`src/hdl/dsa_pkg.sv`:
```
// ----------------------------------------------------------------------------
// Double-ended stack allocator package
// Request and register codes, field widths, reset values and the frame type.
// ----------------------------------------------------------------------------
package dsa_pkg;

  localparam int unsigned ADDR_W = 32;
  localparam int unsigned SIZE_IN_W = 24;
  // A rounded request size needs one bit more than the requested size.
  localparam int unsigned SIZE_W = SIZE_IN_W + 1;
  localparam int unsigned REQ_W = 3;
  localparam int unsigned CFG_IDX_W = 1;

  localparam logic [ADDR_W-1:0] LOW_BASE_RST = 32'h0080_4000;
  localparam logic [ADDR_W-1:0] HIGH_TOP_RST = 32'h0100_0000;
  localparam logic [ADDR_W-1:0] FREE_RST = HIGH_TOP_RST - LOW_BASE_RST;

  localparam logic [SIZE_W-1:0] ALIGN_MASK = SIZE_W'(31);

  typedef enum logic [REQ_W-1:0] {
    REQ_INIT    = 3'd0,
    REQ_PUSH_LO = 3'd1,
    REQ_POP_LO  = 3'd2,
    REQ_PUSH_HI = 3'd3,
    REQ_POP_HI  = 3'd4
  } req_e;

  typedef enum logic [CFG_IDX_W-1:0] {
    CFG_LOW_BASE = 1'b0,
    CFG_HIGH_TOP = 1'b1
  } cfg_idx_e;

  typedef struct packed {
    logic [ADDR_W-1:0] addr;
    logic [SIZE_W-1:0] size;
  } frame_t;

endpackage

```
`src/hdl/dsa_if.sv`:
```
// ----------------------------------------------------------------------------
// Double-ended stack allocator channels
// Request, response and register write channels with valid/ready handshake.
// ----------------------------------------------------------------------------
interface dsa_req_if
  import dsa_pkg::*;
();
  logic                 valid;
  logic                 ready;
  logic [REQ_W-1:0]     req_type;
  logic [SIZE_IN_W-1:0] alloc_size;

  modport source (output valid, output req_type, output alloc_size, input ready);
  modport sink   (input valid, input req_type, input alloc_size, output ready);
endinterface

interface dsa_rsp_if
  import dsa_pkg::*;
();
  logic              valid;
  logic              ready;
  logic [ADDR_W-1:0] block_addr;
  logic [ADDR_W-1:0] free_bytes;
  logic              full_error;

  modport source (output valid, output block_addr, output free_bytes, output full_error,
                  input ready);
  modport sink   (input valid, input block_addr, input free_bytes, input full_error,
                  output ready);
endinterface

interface dsa_cfg_if
  import dsa_pkg::*;
();
  logic                 valid;
  logic                 ready;
  logic [CFG_IDX_W-1:0] index;
  logic [ADDR_W-1:0]    data;

  modport source (output valid, output index, output data, input ready);
  modport sink   (input valid, input index, input data, output ready);
endinterface

```
`src/hdl/double_ended_stack_allocator.sv`:
```
// ----------------------------------------------------------------------------
// Double-ended stack allocator
// Two stacks of frames in one address region, low growing up, high growing down.
// ----------------------------------------------------------------------------
// Usage:
//   Requests arrive on req_i (init, push low, pop low, push high, pop high)
//   and each accepted request gives exactly one response on rsp_o with the
//   new frame address, the free space between the stacks and a full flag.
//   Register writes on cfg_i set the base of the low stack and the top of the
//   high stack; they take effect at the next init request.
// Latency and throughput:
//   A response is valid in the cycle after its request transfer; one request
//   is taken in every cycle unless a response stalls. The top frame of each
//   stack is held in flops; the frame below is prefetched every cycle from
//   its memory (one read port, registered data), so a pop's new top is ready.
// Reset:
//   Both stacks are empty, the registers hold their default values and the
//   free space is the distance between them. No clearing pass is needed.
// Stalls:
//   The response register is the only buffer. While it holds a response that
//   the receiver has not taken, req_i.ready is low; it is high again in the
//   cycle the pending response transfers.
// ----------------------------------------------------------------------------
module double_ended_stack_allocator
  import dsa_pkg::*;
#(
  parameter int unsigned STACK_DEPTH = 32
) (
  input  logic      clk_i,
  input  logic      rst_ni,
  dsa_req_if.sink   req_i,
  dsa_rsp_if.source rsp_o,
  dsa_cfg_if.sink   cfg_i
);

  localparam int unsigned DEPTH_W = $clog2(STACK_DEPTH);
  localparam logic [DEPTH_W-1:0] FULL_DEPTH = DEPTH_W'(STACK_DEPTH - 1);
  localparam logic [DEPTH_W-1:0] ONE = DEPTH_W'(1);

  // Configuration registers and the anchor frames they load at init.
  logic [ADDR_W-1:0] low_base_q, high_top_q;
  logic [ADDR_W-1:0] lo_anchor_q, lo_anchor_d, hi_anchor_q, hi_anchor_d;

  // Top frame and depth of each stack, and the running free space.
  frame_t            lo_top_q, lo_top_d, hi_top_q, hi_top_d;
  logic [DEPTH_W-1:0] lo_depth_q, lo_depth_d, hi_depth_q, hi_depth_d;
  logic [ADDR_W-1:0] free_q, free_d;

  // Frame memories. Entry i holds frame i of the stack; entry 0 is never used
  // because the anchor frame lives in flops.
  frame_t lo_mem [STACK_DEPTH];
  frame_t hi_mem [STACK_DEPTH];
  frame_t lo_below_q, hi_below_q;
  logic   lo_wr, hi_wr;

  // Response register.
  logic              rsp_valid_q;
  logic [ADDR_W-1:0] addr_q, addr_d;
  logic              err_q, err_d;

  logic              req_fire;
  logic [SIZE_W-1:0] size_rnd;
  logic [ADDR_W-1:0] lo_end, hi_new;

  assign req_i.ready = !rsp_valid_q || rsp_o.ready;
  assign req_fire    = req_i.valid && req_i.ready;
  assign cfg_i.ready = 1'b1;

  // Round the requested byte count up to a multiple of 32.
  assign size_rnd = ({1'b0, req_i.alloc_size} + ALIGN_MASK) & ~ALIGN_MASK;
  assign lo_end   = lo_top_q.addr + ADDR_W'(lo_top_q.size);
  assign hi_new   = hi_top_q.addr - ADDR_W'(size_rnd);

  always_comb begin
    lo_top_d    = lo_top_q;
    hi_top_d    = hi_top_q;
    lo_depth_d  = lo_depth_q;
    hi_depth_d  = hi_depth_q;
    lo_anchor_d = lo_anchor_q;
    hi_anchor_d = hi_anchor_q;
    free_d      = free_q;
    addr_d      = '0;
    err_d       = 1'b0;
    lo_wr       = 1'b0;
    hi_wr       = 1'b0;
    if (req_fire) begin
      case (req_e'(req_i.req_type))
        REQ_INIT: begin
          lo_anchor_d = low_base_q;
          hi_anchor_d = high_top_q;
          lo_top_d    = '{addr: low_base_q, size: '0};
          hi_top_d    = '{addr: high_top_q, size: '0};
          lo_depth_d  = '0;
          hi_depth_d  = '0;
          free_d      = high_top_q - low_base_q;
        end
        REQ_PUSH_LO: begin
          if (lo_depth_q == FULL_DEPTH) begin
            err_d = 1'b1;
          end else begin
            lo_wr      = 1'b1;
            lo_top_d   = '{addr: lo_end, size: size_rnd};
            lo_depth_d = lo_depth_q + ONE;
            free_d     = hi_top_q.addr - (lo_end + ADDR_W'(size_rnd));
            addr_d     = lo_end;
          end
        end
        REQ_POP_LO: begin
          if (lo_depth_q != '0) begin
            free_d     = free_q + ADDR_W'(lo_top_q.size);
            lo_depth_d = lo_depth_q - ONE;
            lo_top_d   = (lo_depth_q == ONE) ? frame_t'{addr: lo_anchor_q, size: '0}
                                             : lo_below_q;
          end
        end
        REQ_PUSH_HI: begin
          if (hi_depth_q == FULL_DEPTH) begin
            err_d = 1'b1;
          end else begin
            hi_wr      = 1'b1;
            hi_top_d   = '{addr: hi_new, size: size_rnd};
            hi_depth_d = hi_depth_q + ONE;
            free_d     = hi_new - lo_end;
            addr_d     = hi_new;
          end
        end
        REQ_POP_HI: begin
          if (hi_depth_q != '0) begin
            free_d     = free_q + ADDR_W'(hi_top_q.size);
            hi_depth_d = hi_depth_q - ONE;
            hi_top_d   = (hi_depth_q == ONE) ? frame_t'{addr: hi_anchor_q, size: '0}
                                             : hi_below_q;
          end
        end
        default: begin
        end
      endcase
    end
  end

  // Control state, configuration and response register.
  always_ff @(posedge clk_i or negedge rst_ni) begin
    if (!rst_ni) begin
      low_base_q  <= LOW_BASE_RST;
      high_top_q  <= HIGH_TOP_RST;
      lo_anchor_q <= LOW_BASE_RST;
      hi_anchor_q <= HIGH_TOP_RST;
      lo_top_q    <= '{addr: LOW_BASE_RST, size: '0};
      hi_top_q    <= '{addr: HIGH_TOP_RST, size: '0};
      lo_depth_q  <= '0;
      hi_depth_q  <= '0;
      free_q      <= FREE_RST;
      rsp_valid_q <= 1'b0;
    end else begin
      if (cfg_i.valid) begin
        case (cfg_idx_e'(cfg_i.index))
          CFG_LOW_BASE: low_base_q <= cfg_i.data;
          CFG_HIGH_TOP: high_top_q <= cfg_i.data;
          default: begin
          end
        endcase
      end
      lo_anchor_q <= lo_anchor_d;
      hi_anchor_q <= hi_anchor_d;
      lo_top_q    <= lo_top_d;
      hi_top_q    <= hi_top_d;
      lo_depth_q  <= lo_depth_d;
      hi_depth_q  <= hi_depth_d;
      free_q      <= free_d;
      if (req_fire) begin
        rsp_valid_q <= 1'b1;
      end else if (rsp_o.ready) begin
        rsp_valid_q <= 1'b0;
      end
    end
  end

  always_ff @(posedge clk_i) begin
    if (req_fire) begin
      addr_q <= addr_d;
      err_q  <= err_d;
    end
  end

  // Frame memories: a push writes the new top, and every cycle the frame just
  // below the next top is read so that a pop can take it without waiting.
  always_ff @(posedge clk_i) begin
    if (lo_wr) begin
      lo_mem[lo_depth_d] <= lo_top_d;
    end
    lo_below_q <= lo_mem[lo_depth_d - ONE];
  end

  always_ff @(posedge clk_i) begin
    if (hi_wr) begin
      hi_mem[hi_depth_d] <= hi_top_d;
    end
    hi_below_q <= hi_mem[hi_depth_d - ONE];
  end

  assign rsp_o.valid      = rsp_valid_q;
  assign rsp_o.block_addr = addr_q;
  assign rsp_o.free_bytes = free_q;
  assign rsp_o.full_error = err_q;

endmodule

```
`src/flat_wrapper.sv`:
```
// flat-port wrapper written by rule: the top's interface ports become plain ports
module double_ended_stack_allocator_flat import dsa_pkg::*;
#(
  parameter int unsigned STACK_DEPTH = 32
)
  (clk_i, rst_ni, req_i_valid, req_i_req_type, req_i_alloc_size, req_i_ready, rsp_o_valid, rsp_o_block_addr, rsp_o_free_bytes, rsp_o_full_error, rsp_o_ready, cfg_i_valid, cfg_i_index, cfg_i_data, cfg_i_ready);
  dsa_req_if req_i_i ();
  dsa_rsp_if rsp_o_i ();
  dsa_cfg_if cfg_i_i ();
  input  logic clk_i;
  input  logic rst_ni;
  input wire logic [$bits(req_i_i.valid)-1:0] req_i_valid;
  input wire logic [$bits(req_i_i.req_type)-1:0] req_i_req_type;
  input wire logic [$bits(req_i_i.alloc_size)-1:0] req_i_alloc_size;
  output wire logic [$bits(req_i_i.ready)-1:0] req_i_ready;
  output wire logic [$bits(rsp_o_i.valid)-1:0] rsp_o_valid;
  output wire logic [$bits(rsp_o_i.block_addr)-1:0] rsp_o_block_addr;
  output wire logic [$bits(rsp_o_i.free_bytes)-1:0] rsp_o_free_bytes;
  output wire logic [$bits(rsp_o_i.full_error)-1:0] rsp_o_full_error;
  input wire logic [$bits(rsp_o_i.ready)-1:0] rsp_o_ready;
  input wire logic [$bits(cfg_i_i.valid)-1:0] cfg_i_valid;
  input wire logic [$bits(cfg_i_i.index)-1:0] cfg_i_index;
  input wire logic [$bits(cfg_i_i.data)-1:0] cfg_i_data;
  output wire logic [$bits(cfg_i_i.ready)-1:0] cfg_i_ready;
  assign req_i_i.valid = req_i_valid;
  assign req_i_i.req_type = req_i_req_type;
  assign req_i_i.alloc_size = req_i_alloc_size;
  assign req_i_ready = req_i_i.ready;
  assign rsp_o_valid = rsp_o_i.valid;
  assign rsp_o_block_addr = rsp_o_i.block_addr;
  assign rsp_o_free_bytes = rsp_o_i.free_bytes;
  assign rsp_o_full_error = rsp_o_i.full_error;
  assign rsp_o_i.ready = rsp_o_ready;
  assign cfg_i_i.valid = cfg_i_valid;
  assign cfg_i_i.index = cfg_i_index;
  assign cfg_i_i.data = cfg_i_data;
  assign cfg_i_ready = cfg_i_i.ready;
  double_ended_stack_allocator #(.STACK_DEPTH(STACK_DEPTH)) u_core (.clk_i(clk_i), .rst_ni(rst_ni), .req_i(req_i_i), .rsp_o(rsp_o_i), .cfg_i(cfg_i_i));
endmodule
```
`config.mk`:
```
export PLATFORM = sky130hd
export DESIGN_NAME = double_ended_stack_allocator_flat
export DESIGN_NICKNAME = d
export VERILOG_FILES = /design/src/hdl/dsa_pkg.sv /design/src/hdl/dsa_if.sv /design/src/hdl/double_ended_stack_allocator.sv /design/src/flat_wrapper.sv
export SDC_FILE = /design/constraint.sdc
export NUM_CORES = 2
export LEC_CHECK = 0
export BUFFER_PORTS_ARGS = -buffer_cell sky130_fd_sc_hd__buf_2
export CAP_MARGIN = 5
export CORE_MARGIN = 2
export CORE_UTILIZATION = 45
export DETAILED_ROUTE_END_ITERATION = 16
export PLACE_DENSITY = 0.61
export SLEW_MARGIN = 0
export SYNTH_ARGS = -nofsm -noshare
export SYNTH_HDL_FRONTEND = slang
export SYNTH_SLANG_ARGS = --single-unit
```
`constraint.sdc`:
```
create_clock -name clk_i -period 11.3 [get_ports clk_i]
set_clock_uncertainty 0.2 [all_clocks]
set_input_delay 0.565 -clock clk_i [delete_from_list [all_inputs] [get_ports clk_i]]
set_output_delay 0.565 -clock clk_i [all_outputs]
set_load 0.005 [all_outputs]
```
==> flow_summary.json <==
{
  "status": "completed",
  "htreeDepth": 5,
  "synth_most_common_cell": "edfxtp_1",
  "hold_path_class": "input pin to register",
  "num_io_pins": 133,
  "final.setup.worst_slack_ns": 3.33,
  "layout-drive-gt1-share_pct": 27.7,
  "avgViaCountPerCell": 6.21,
  "post_cts.repair.setup_buffers": 0,
  "reg2reg_from": "u_core.lo_top_q[10]",
  "worstHoldStart": "req_i_req_type[1]",
  "grt_pass1_vias": 88290,
  "grt_pass1_wl_microns": 674000,
  "clk_pin_slew_worst_paths_ns": 0.06,
  "ys_ff_latch": 4080,
  "nets": 9253,
  "clock_latency_ns": 0.99,
  "setup_tns_ns": 0,
  "worst_pin_slew_ns": 1.35,
  "placed_area_sq_um": 175000,
  "netlist_top_cells_area": "edfxtp_1 66%, mux4_2 15%, dfrtp_1 4.0%, ha_1 1.4%, dfxtp_1 1.4%",
  "postLayoutCoreUtil_pct": 51.3,
  "ir_worst_vdd_mv": 0.306,
  "cts_inserted_buffers": 408,
  "hpwlAfterDp_microns": 285000,
  "synth_fp_nets": 8798,
  "yosys_warnings": 0,
  "setup_viol": 0,
  "grt.total_usage_pct": 25.5,
  "r2r_end": "u_core.rsp_o.free_bytes[29]",
  "cts_root_buf": "clkbuf_16",
  "fmax_mhz": 125,
  "slew-limit-headroom_pct": 10.1,
  "yosysTopAreaCell": "edfxtp_1",
  "synth.avg_cell_area_sq_um": 19.5,
  "rows": 223,
  "crit_required_ns": 11.98,
  "hold-path-endpoint": "u_core.rsp_o.free_bytes[14]",
  "post-place-ws_ns": 3.32,
  "ff2ff_path_depth": 26,
  "gr-total-overflow": 0,
  "netlist_area_sq_um": 166000,
  "area_growth_syn_to_layout_pct": 13.6,
  "drtAntennaViolNets": 0,
  "cts_sinks": 4080,
  "drt-pass1-iter-count": 6,
  "holdWs_ns": 0.136,
  "place.gp.congestion": 0.928,
  "dpl.cell_count": 13353,
  "dieWidth_microns": 612,
  "syn-instance-count": 8528,
  "drv_slew": 0,
  "grt_max_degree": 153,
  "antenna_found_initial": 43,
  "drv_cap": 0,
  "core_sq_um": 368000,
  "period_share_pct": 70.6,
  "synth_top_flop_cell": "edfxtp_1",
  "yosysSeqAreaShare_pct": 72.1,
  "drt_iter0_markers": 11067,
  "leakage_nw": 63.2,
  "total_power_mw": 48.9,
  "hold_path_depth": 4,
  "start_util_pct": 45.1,
  "post_drt_wl_per_cell_microns": 33.9,
  "cp_max_fo": 5,
  "r2r_setup_slack_ns": 3.33,
  "rsz0062_at_grt": "no",
  "post_cts_resized": 0,
  "crit_path_end_kind": "register",
  "crit_type": "register to register",
  "cts_tree": "yes",
  "dr_total_vias": 88113,
  "clock_path_buffers": 4,
  "dieHeight_microns": 612,
  "die-area_sq_um": 374000,
  "synth_cell_types": 100,
  "instances_no_fill": 14192,
  "portBuffers": 131,
  "start_kind": "register",
  "ys_top_cells_by_count": "3681 x edfxtp_1, 1141 x mux4_2, 502 x nand2_1, 281 x o21ai_0, 274 x clkbuf_1",
  "power_density_nw_per_um2": 259,
  "hold_violations": 0,
  "period_minus_slack_ns": 7.97,
  "arrival_ns": 8.66,
  "yosysTopAreaCellShare_pct": 66.5,
  "synthArstFlopShare_pct": 6.99,
  "routed_wl_microns": 481000,
  "final_area_sq_um": 189000,
  "synth_edf_count": 3681,
  "drc_errors": 0
}
==> area by class of cell <==
type                    instances  area [sq um]
fillers                     29096        179000
repair buffers                458          3500
multi-input cells            3854         45100
flip-flops and latches       4080        120000
clock inverters               213          2430
inverters                     181           694
well taps                    4837          6050
clock buffers                 553         11100
diodes                         16          40.0
==> sequential cells by signal (all words and copies together), names as in the netlist, 57 cells and up <==
signal             flops
u_core.hi_top_q       57
u_core.hi_mem       1824
u_core.lo_top_q       57
u_core.hi_below_q     57
u_core.lo_mem       1824
u_core.lo_below_q     57
==> metal layers <==
metal,global-route usage (%),up-vias,share of wire (%)
met2,40.3,3794,47
met4,8.20,4,3.5
met1,36.3,47738,41
met3,4.17,716,7.5
met5,0,-,0.0050
li1,-,35861,-
==> report_power, final <==
part	leakage, nW	total [mW]	switching [mW]	internal (mW)
clock	6.64	13.8	5.83	7.92
combinational	18.3	16.7	8.94	7.79
sequential	38.2	18.4	0.662	17.8
==> how the worst max path moves through the flow <==
stage                              startpoint                           to  slack [ns]  cells after the start
after CTS                 u_core.lo_top_q[10]  u_core.rsp_o.free_bytes[29]        3.55                     26
after floorplan            u_core.lo_top_q[0]  u_core.rsp_o.free_bytes[29]        4.59                     28
after global placement    req_i_alloc_size[2]  u_core.rsp_o.free_bytes[29]        3.14                     29
final                     u_core.lo_top_q[10]  u_core.rsp_o.free_bytes[29]        3.33                     26
after detailed placement  req_i_alloc_size[2]  u_core.rsp_o.free_bytes[29]        3.32                     26
after global routing      u_core.lo_top_q[10]  u_core.rsp_o.free_bytes[29]        2.98                     26
==> worst max-delay path: stages (launching register included) <==
cell and delay (ns):
dfrtp_1 0.48, ha_1 0.39, a21o_1 0.20, nand2_1 0.07, a21o_1 0.12, inv_1 0.04, a2111oi_0 0.96, nand2_1 0.33
a221o_1 0.44, a21o_1 0.27, a21boi_0 0.23, xor2_1 0.46, inv_1 0.13, fa_1 0.53, inv_1 0.05, ha_1 0.32
and3_1 0.18, nand2_1 0.14, o21a_1 0.16, o21ai_0 0.10, a2111oi_0 0.63, nor3_1 0.16, xor2_1 0.17, a21oi_1 0.23
or4b_2 0.61, o32ai_1 0.25, a31oi_1 0.07
==> cells in the final DEF (no fill, tap or decap), types with 36 or more instances in the layout <==
cell type / count
nand2_1: 496
mux2_2: 183
inv_1: 178
dfrtp_1: 267
dfxtp_1: 114
dlygate4sd3_1: 38
o21ai_0: 213
edfxtp_1: 3681
clkbuf_16: 412
nand3_1: 37
buf_4: 262
bufinv_16: 43
o21ai_2: 63
mux4_2: 1141
nor2_4: 68
clkbuf_1: 111
a21oi_1: 267
ha_1: 189
a221oi_1: 36
buf_2: 130
xnor2_1: 130
clkinv_1: 51
clkinv_2: 79
a21o_1: 87
nor2_1: 188
xor2_1: 61
nor3_1: 43
==> repair_timing <==
action,in CTS,in global routing
hold buffers,38,0
setup endpoints to repair,0,0
endpoints found under the hold margin,124,0
==> cells by family (layout without fill, tap and decap cells) <==
group / count (synthesis) / count (layout) / share of synthesized area, %
AOI/OAI and AO/OA: 1052 / 1052 / 4.06
xor gates and xnor gates: 200 / 200 / 1.06
adders and majority gates: 213 / 213 / 1.65
buffers and inverters: 594 / 1405 / 1.44
DFF: 4080 / 4080 / 72.1
muxes: 1356 / 1356 / 16.9
other: 1 / 17 / 0.00226
and+or+nand+nor: 1032 / 1032 / 2.75
No activity file was read; power rests on OpenSTA's default activity.
